[src/gne_pkg.sv]
`timescale 1ns / 1ps
// Shared types and constants for the grid neighbor expander.
// Used by gne_datapath, gne_ctrl and grid_neighbor_expander.
package gne_pkg;

	localparam int NODE_W = 12;
	localparam int COST_W = 16;
	localparam int SLOT_W = 3;

	localparam logic [COST_W-1:0] STRAIGHT_RST = 16'd10;
	localparam logic [COST_W-1:0] DIAGONAL_RST = 16'd14;

	// configuration register indexes
	localparam logic CFG_STRAIGHT = 1'b0;
	localparam logic CFG_DIAGONAL = 1'b1;

	// item mode codes
	localparam logic MODE_WRITE = 1'b0;
	localparam logic MODE_QUERY = 1'b1;

	localparam logic [SLOT_W-1:0] SLOT_LAST = 3'd7;

	typedef enum logic [3:0] {
		ST_IDLE,
		ST_DIV,
		ST_FIX,
		ST_Q_UP,
		ST_Q_MID,
		ST_Q_DN,
		ST_Q_CAP,
		ST_EMIT,
		ST_W_RD,
		ST_W_WB
	} gne_state_t;

	typedef enum logic [1:0] {
		ROW_UP,
		ROW_MID,
		ROW_DN
	} row_sel_t;

	typedef struct packed {
		logic              load;
		logic              do_div;
		logic              do_fix;
		logic              rd_en;
		row_sel_t          rd_sel;
		logic              cap_en;
		row_sel_t          cap_sel;
		logic              wr_en;
		logic              emit_en;
		logic [SLOT_W-1:0] slot;
		logic              last;
	} gne_cmd_t;

	typedef struct packed {
		logic is_query;
	} gne_stat_t;

	// 3x3 window position of a neighbor slot; the center is skipped
	typedef struct packed {
		logic [1:0] ri;
		logic [1:0] ci;
	} win_pos_t;

	function automatic win_pos_t slot_pos(input logic [SLOT_W-1:0] slot);
		win_pos_t p;
		unique case (slot)
			3'd0: p = '{ri: 2'd0, ci: 2'd0};
			3'd1: p = '{ri: 2'd0, ci: 2'd1};
			3'd2: p = '{ri: 2'd0, ci: 2'd2};
			3'd3: p = '{ri: 2'd1, ci: 2'd0};
			3'd4: p = '{ri: 2'd1, ci: 2'd2};
			3'd5: p = '{ri: 2'd2, ci: 2'd0};
			3'd6: p = '{ri: 2'd2, ci: 2'd1};
			3'd7: p = '{ri: 2'd2, ci: 2'd2};
			default: p = '{ri: 2'd1, ci: 2'd1};
		endcase
		return p;
	endfunction

endpackage

[src/gne_ctrl.sv]
`timescale 1ns / 1ps
// Controller: sequences the row/column split, map reads and writes and the eight results.
// Depends on gne_pkg.
module gne_ctrl (
	input  logic               clk,
	input  logic               arst_n,
	input  logic               start,
	output logic               busy,
	input  gne_pkg::gne_stat_t stat,
	output gne_pkg::gne_cmd_t  cmd
);

	gne_pkg::gne_state_t            state_q;
	gne_pkg::gne_state_t            state_d;
	logic [gne_pkg::SLOT_W-1:0]     slot_q;
	logic [gne_pkg::SLOT_W-1:0]     slot_d;

	always_ff @(posedge clk or negedge arst_n) begin
		if (!arst_n) begin
			state_q <= gne_pkg::ST_IDLE;
			slot_q  <= '0;
		end else begin
			state_q <= state_d;
			slot_q  <= slot_d;
		end
	end

	always_comb begin
		state_d     = state_q;
		slot_d      = slot_q;
		cmd         = '0;
		cmd.rd_sel  = gne_pkg::ROW_MID;
		cmd.cap_sel = gne_pkg::ROW_MID;
		cmd.slot    = slot_q;
		cmd.last    = (slot_q == gne_pkg::SLOT_LAST);
		busy        = (state_q != gne_pkg::ST_IDLE);

		unique case (state_q)
			gne_pkg::ST_IDLE: begin
				if (start) begin
					cmd.load = 1'b1;
					state_d  = gne_pkg::ST_DIV;
				end
			end
			gne_pkg::ST_DIV: begin
				cmd.do_div = 1'b1;
				state_d    = gne_pkg::ST_FIX;
			end
			gne_pkg::ST_FIX: begin
				cmd.do_fix = 1'b1;
				state_d    = stat.is_query ? gne_pkg::ST_Q_UP : gne_pkg::ST_W_RD;
			end
			gne_pkg::ST_Q_UP: begin
				cmd.rd_en  = 1'b1;
				cmd.rd_sel = gne_pkg::ROW_UP;
				state_d    = gne_pkg::ST_Q_MID;
			end
			gne_pkg::ST_Q_MID: begin
				// read the node's row, capture the row above
				cmd.rd_en   = 1'b1;
				cmd.rd_sel  = gne_pkg::ROW_MID;
				cmd.cap_en  = 1'b1;
				cmd.cap_sel = gne_pkg::ROW_UP;
				state_d     = gne_pkg::ST_Q_DN;
			end
			gne_pkg::ST_Q_DN: begin
				cmd.rd_en   = 1'b1;
				cmd.rd_sel  = gne_pkg::ROW_DN;
				cmd.cap_en  = 1'b1;
				cmd.cap_sel = gne_pkg::ROW_MID;
				state_d     = gne_pkg::ST_Q_CAP;
			end
			gne_pkg::ST_Q_CAP: begin
				cmd.cap_en  = 1'b1;
				cmd.cap_sel = gne_pkg::ROW_DN;
				slot_d      = '0;
				state_d     = gne_pkg::ST_EMIT;
			end
			gne_pkg::ST_EMIT: begin
				cmd.emit_en = 1'b1;
				slot_d      = slot_q + gne_pkg::SLOT_W'(1);
				if (slot_q == gne_pkg::SLOT_LAST) begin
					state_d = gne_pkg::ST_IDLE;
				end
			end
			gne_pkg::ST_W_RD: begin
				cmd.rd_en  = 1'b1;
				cmd.rd_sel = gne_pkg::ROW_MID;
				state_d    = gne_pkg::ST_W_WB;
			end
			gne_pkg::ST_W_WB: begin
				// write back the row with the one cell updated
				cmd.wr_en = 1'b1;
				state_d   = gne_pkg::ST_IDLE;
			end
			default: begin
				state_d = gne_pkg::ST_IDLE;
			end
		endcase
	end

endmodule

[config.mk]
export PLATFORM = sky130hd
export DESIGN_NAME = gne_ctrl
export DESIGN_NICKNAME = d
export VERILOG_FILES = /design/src/gne_pkg.sv /design/src/gne_ctrl.sv
export SDC_FILE = /design/constraint.sdc
export NUM_CORES = 1
export LEC_CHECK = 0
export BUFFER_PORTS_ARGS = -buffer_cell sky130_fd_sc_hd__buf_2
export CAP_MARGIN = 20
export CORE_AREA = 3 3 40 42
export CTS_CLUSTER_DIAMETER = 30
export DETAILED_ROUTE_END_ITERATION = 12
export DIE_AREA = 0 0 43 45
export GPL_ROUTABILITY_DRIVEN = 0
export PLACE_DENSITY = 0.62
export SLEW_MARGIN = 20
export SYNTH_ARGS = -nofsm -noshare
export SYNTH_HDL_FRONTEND = slang
export SYNTH_SLANG_ARGS = --single-unit
[constraint.sdc]
create_clock -name clk -period 3.11 [get_ports clk]
set_input_delay 0.311 -clock clk [delete_from_list [all_inputs] [get_ports clk]]
set_output_delay 0.311 -clock clk [all_outputs]
set_load 0.01 [all_outputs]
; ---- Word-level counts from Yosys, hierarchy flattened
; Index checks and enable logic that the tools add are counted.
[word_totals]
regBits = 7
inputBits = 4
out_inout_bits = 16
word_cells = 33
[classes]
addsub = 1
eq_ne = 12
n_mux = 13
reduce_logical = 5
[ops]
columns = cell, count
row1 = case mux 4 bit (9 select lines), 1
row2 = case mux 3 bit (3 select lines), 2
row3 = "== test 4 x 3 -> 1 bit, second input constant", 4
row4 = two-way mux 4 bit, 3
row5 = "== test 4 x 2 -> 1 bit, second input constant", 2
row6 = "== test 4 bit, second input constant", 2
row7 = two-way mux 1 bit, 6
row8 = case mux 3 bit (2 select lines), 1
row9 = "== test 4 x 1 -> 1 bit, second input constant", 1
row10 = logical NOT 4 bit, 1
row11 = "!= test 2 bit, second input constant", 2
row12 = nonzero test 4 bit, 1
row13 = "adder 3 x 1 -> 3 bit, second input constant", 1
row14 = "== test 3 bit, second input constant", 1
row15 = AND reduction 2 bit, 1
row16 = nonzero test 2 bit, 1
row17 = OR reduction 2 bit, 1

; ---- Longest topological paths before layout
[depth]
word_depth = 3
ltp_mapped = 5
mapped_depth_nobuf = 5

; ---- Worst setup path after synthesis
; No wires, ideal clock.
[synth_path]
path_kind = register to output
startpoint = register state_q[1]
endpoint = output cmd[13] (netlist name)
t_arrival_ns = 0.981
required_ns = 2.799
setup_slack_ns = 1.818
stages_incl_launch_ff = 4
path_cell_list = dfrtp_1 -> buf_4 -> nand2b_1 -> nor3_1
[synth_lines]
columns = item, line
row1 = "start, declared", gne_ctrl.sv:13  ; gne_pkg::gne_state_t state_q;
row2 = "start signal, assigned", gne_ctrl.sv:20  ; state_q <= gne_pkg::ST_IDLE;
row3 = "start signal, assigned", gne_ctrl.sv:23  ; state_q <= state_d;
row4 = "end, declared", gne_ctrl.sv:10  ; output gne_pkg::gne_cmd_t cmd

==> metrics.cfg <==
[clock_tree]
post_cts_buffers = 0
cts_root_buf = clkbuf_4
cts_inserted_buffers = 3
clkLatencyLatePin_ns = 0.25
cts_buffer_depth = 2
tritoncts = yes
cts_resized = 0
clock-sinks = 7
clkTransAtPathRegs_ns = 0.05
htreeDepth = 1

[worst_setup_path]
r2r_setup_slack_ns = 1.79
critPathCaptureType = primary output
crit_required_ns = 2.80
path_class = flop to primary output
cp_max_fo = 14
worstSetupStartpointType = flop
cp.arrival_ns = 1.56

[detailed_routing]
num_vias = 478
routed_wl_mm = 1.101
drc = 0
first_pass_iters = 2
ant_nets = 0
drtIter0Drc = 3
wl_per_cell_um = 11.59
via_per_inst = 5.032

[sta]
finalCriticalPeriod_ns = 1.875
worstMarginPinSlew_ns = 0.4252
finalMaxSlewViolations = 0
relSlewSlack_pct = 71.65
fmax_mhz = 533.2
rsz0062_at_grt = no
fin_tns_setup_ns = 0
hold_viol = 0
setup_violations = 0
finalCritPeriodShare_pct = 60.30
skew_ns = 0.0001922
finalWorstSetupSlack_ns = 1.235

[synthesis]
syn_nets = 66
synth_cell_type_count = 20
avgSynthCellArea_um2 = 7.883
yosysWarnings = 0
synth-seq-cells = 7
synthesis.area_um2 = 473.0
ys_seq_area_share_pct = 37.04
synthesis.instances = 60

[place]
dpl.hpwl_um = 769
port_buffers = 19
dpl_worst_slack_ns = 1.517

[floorplan]
die-height_um = 45
ioPinCount = 20
dieArea_um2 = 1935
rows = 13
core_um2 = 1285
start_util_pct = 36.81
fp.dieW_um = 43

[pwr]
irDropWorstVdd_mv = 0.4470
power.density_nw_per_um2 = 914.6
finalPower_w = 0.0005493
power.leakage_nw = 0.3099

[grt]
grt_overflow = 0
grt_pass1_vias = 465
grt_max_degree = 15
grt_pass1_wl_mm = 1.932
gr-usage-all-layers_pct = 13.01
antenna_found_initial = 0

[cells_and_area]
layout.nets = 87
mostFrequentLayoutCells = 19 x buf_2, 9 x nor2_1, 8 x nand2_1
layout-drive-gt1-share_pct = 28.75
fillCellCount = 138
n_antenna_cell = 0
areaGrowthSynthToFinish_pct = 26.98
layout_commonest_cell = buf_2

[worst_hold_path]
hp-class = input port to async pin

[job]
maxCapViolations = 0

[run_status]
status = completed

## cell type report
cell class / instances / area [um2] / area share, %
multi-input combinational: 48 / 271.5 / 45.21
sequential: 7 / 175.2 / 29.17
timing repair buffer: 20 / 105.1 / 17.50
clock buffer: 4 / 26.28 / 4.375
tap: 15 / 18.77 / 3.125
inverter: 1 / 3.754 / 0.6250
## Yosys cell counts (all sizes together)
library cell | instances | share of area (%)
a211o | 1 | 1.9
a21oi | 3 | 3.2
a31oi | 1 | 1.3
buf | 4 | 4.8
dfrtp | 7 | 37
ha | 2 | 5.3
inv | 1 | 0.79
mux2i | 1 | 2.1
nand2 | 8 | 6.3
nand2b | 5 | 6.6
nand3b | 3 | 4.8
nor2 | 9 | 7.1
nor3 | 6 | 6.3
o21a | 1 | 1.6
o21ai | 4 | 4.2
o21bai | 1 | 1.6
o32ai | 1 | 1.9
or2 | 1 | 1.3
xor2 | 1 | 1.9
## through the flow
step	cell area (um2)	std cells	util [%]	hold WS [ns]
2_1_floorplan	473.0	60	-	0.01541
3_3_place_gp	564.3	90	43.91	0.1582
3_5_place_dp	564.3	90	43.91	0.1493
4_1_cts	600.6	95	46.74	0.4133
5_1_grt	600.6	95	46.74	0.4358
6_report	600.6	95	46.74	0.4150
## where the power goes
| group | total, W | switching, W | internal [W] | leakage [nW] |
|---|---|---|---|---|
| logic | 0.000277 | 0.000147 | 0.000130 | 0.214 |
| registers | 0.000190 | 0.0000659 | 0.000124 | 0.0807 |
| clock network | 0.0000825 | 0.0000336 | 0.0000490 | 0.0150 |
## worst max-delay path, cell delays in order, from the launching register on
cell and delay (ns):
dfrtp_1 0.60, nand2b_1 0.24, o21a_1 0.17, o32ai_1 0.13
buf_2 0.18
## state kept, by name, indices dropped and copies added (netlist names)
signal,count
slot_q,3
state_q,4
## worst paths after layout
| kind | depth (start not counted) | from | end |
|---|---|---|---|
| max in group asynchronous | 2 | arst_n | state_q[0]$_DFFE_PN0P_ |
| min reg2reg | 2 | slot_q[1]$_DFFE_PN0P_ | slot_q[1]$_DFFE_PN0P_ |
| min in group clk | 4 | stat | state_q[3]$_DFFE_PN0P_ |
| max | 4 | state_q[2]$_DFFE_PN0P_ | cmd[11] |
| min | 2 | arst_n | slot_q[2]$_DFFE_PN0P_ |
| max reg2reg | 3 | state_q[2]$_DFFE_PN0P_ | state_q[0]$_DFFE_PN0P_ |
## repair_timing
action	in CTS	in global routing
setup endpoints to repair	0	0
hold buffers	1	0
hold endpoints to repair	7	0
## per-layer routing
metal  up-vias  track usage [%]  part of all wire [%]
met3         0            3.187                   6.5
met4         0            7.229                     0
met1       215            16.30                    48
met5         -                0                     0
li1        251                -                     -
met2        12            20.66                    45
## cells by family after synthesis
kind of cell | Yosys count | synth area share [%]
and+or+nand+nor | 32 | 32.54
AOI/OAI and AO/OA | 12 | 15.61
DFF | 7 | 37.04
buffers and inverters | 5 | 5.554
adders and majority gates | 2 | 5.290
xor gates and xnor gates | 1 | 1.852
muxes | 1 | 2.116
Note: power is estimated with default switching activity, not from simulation.
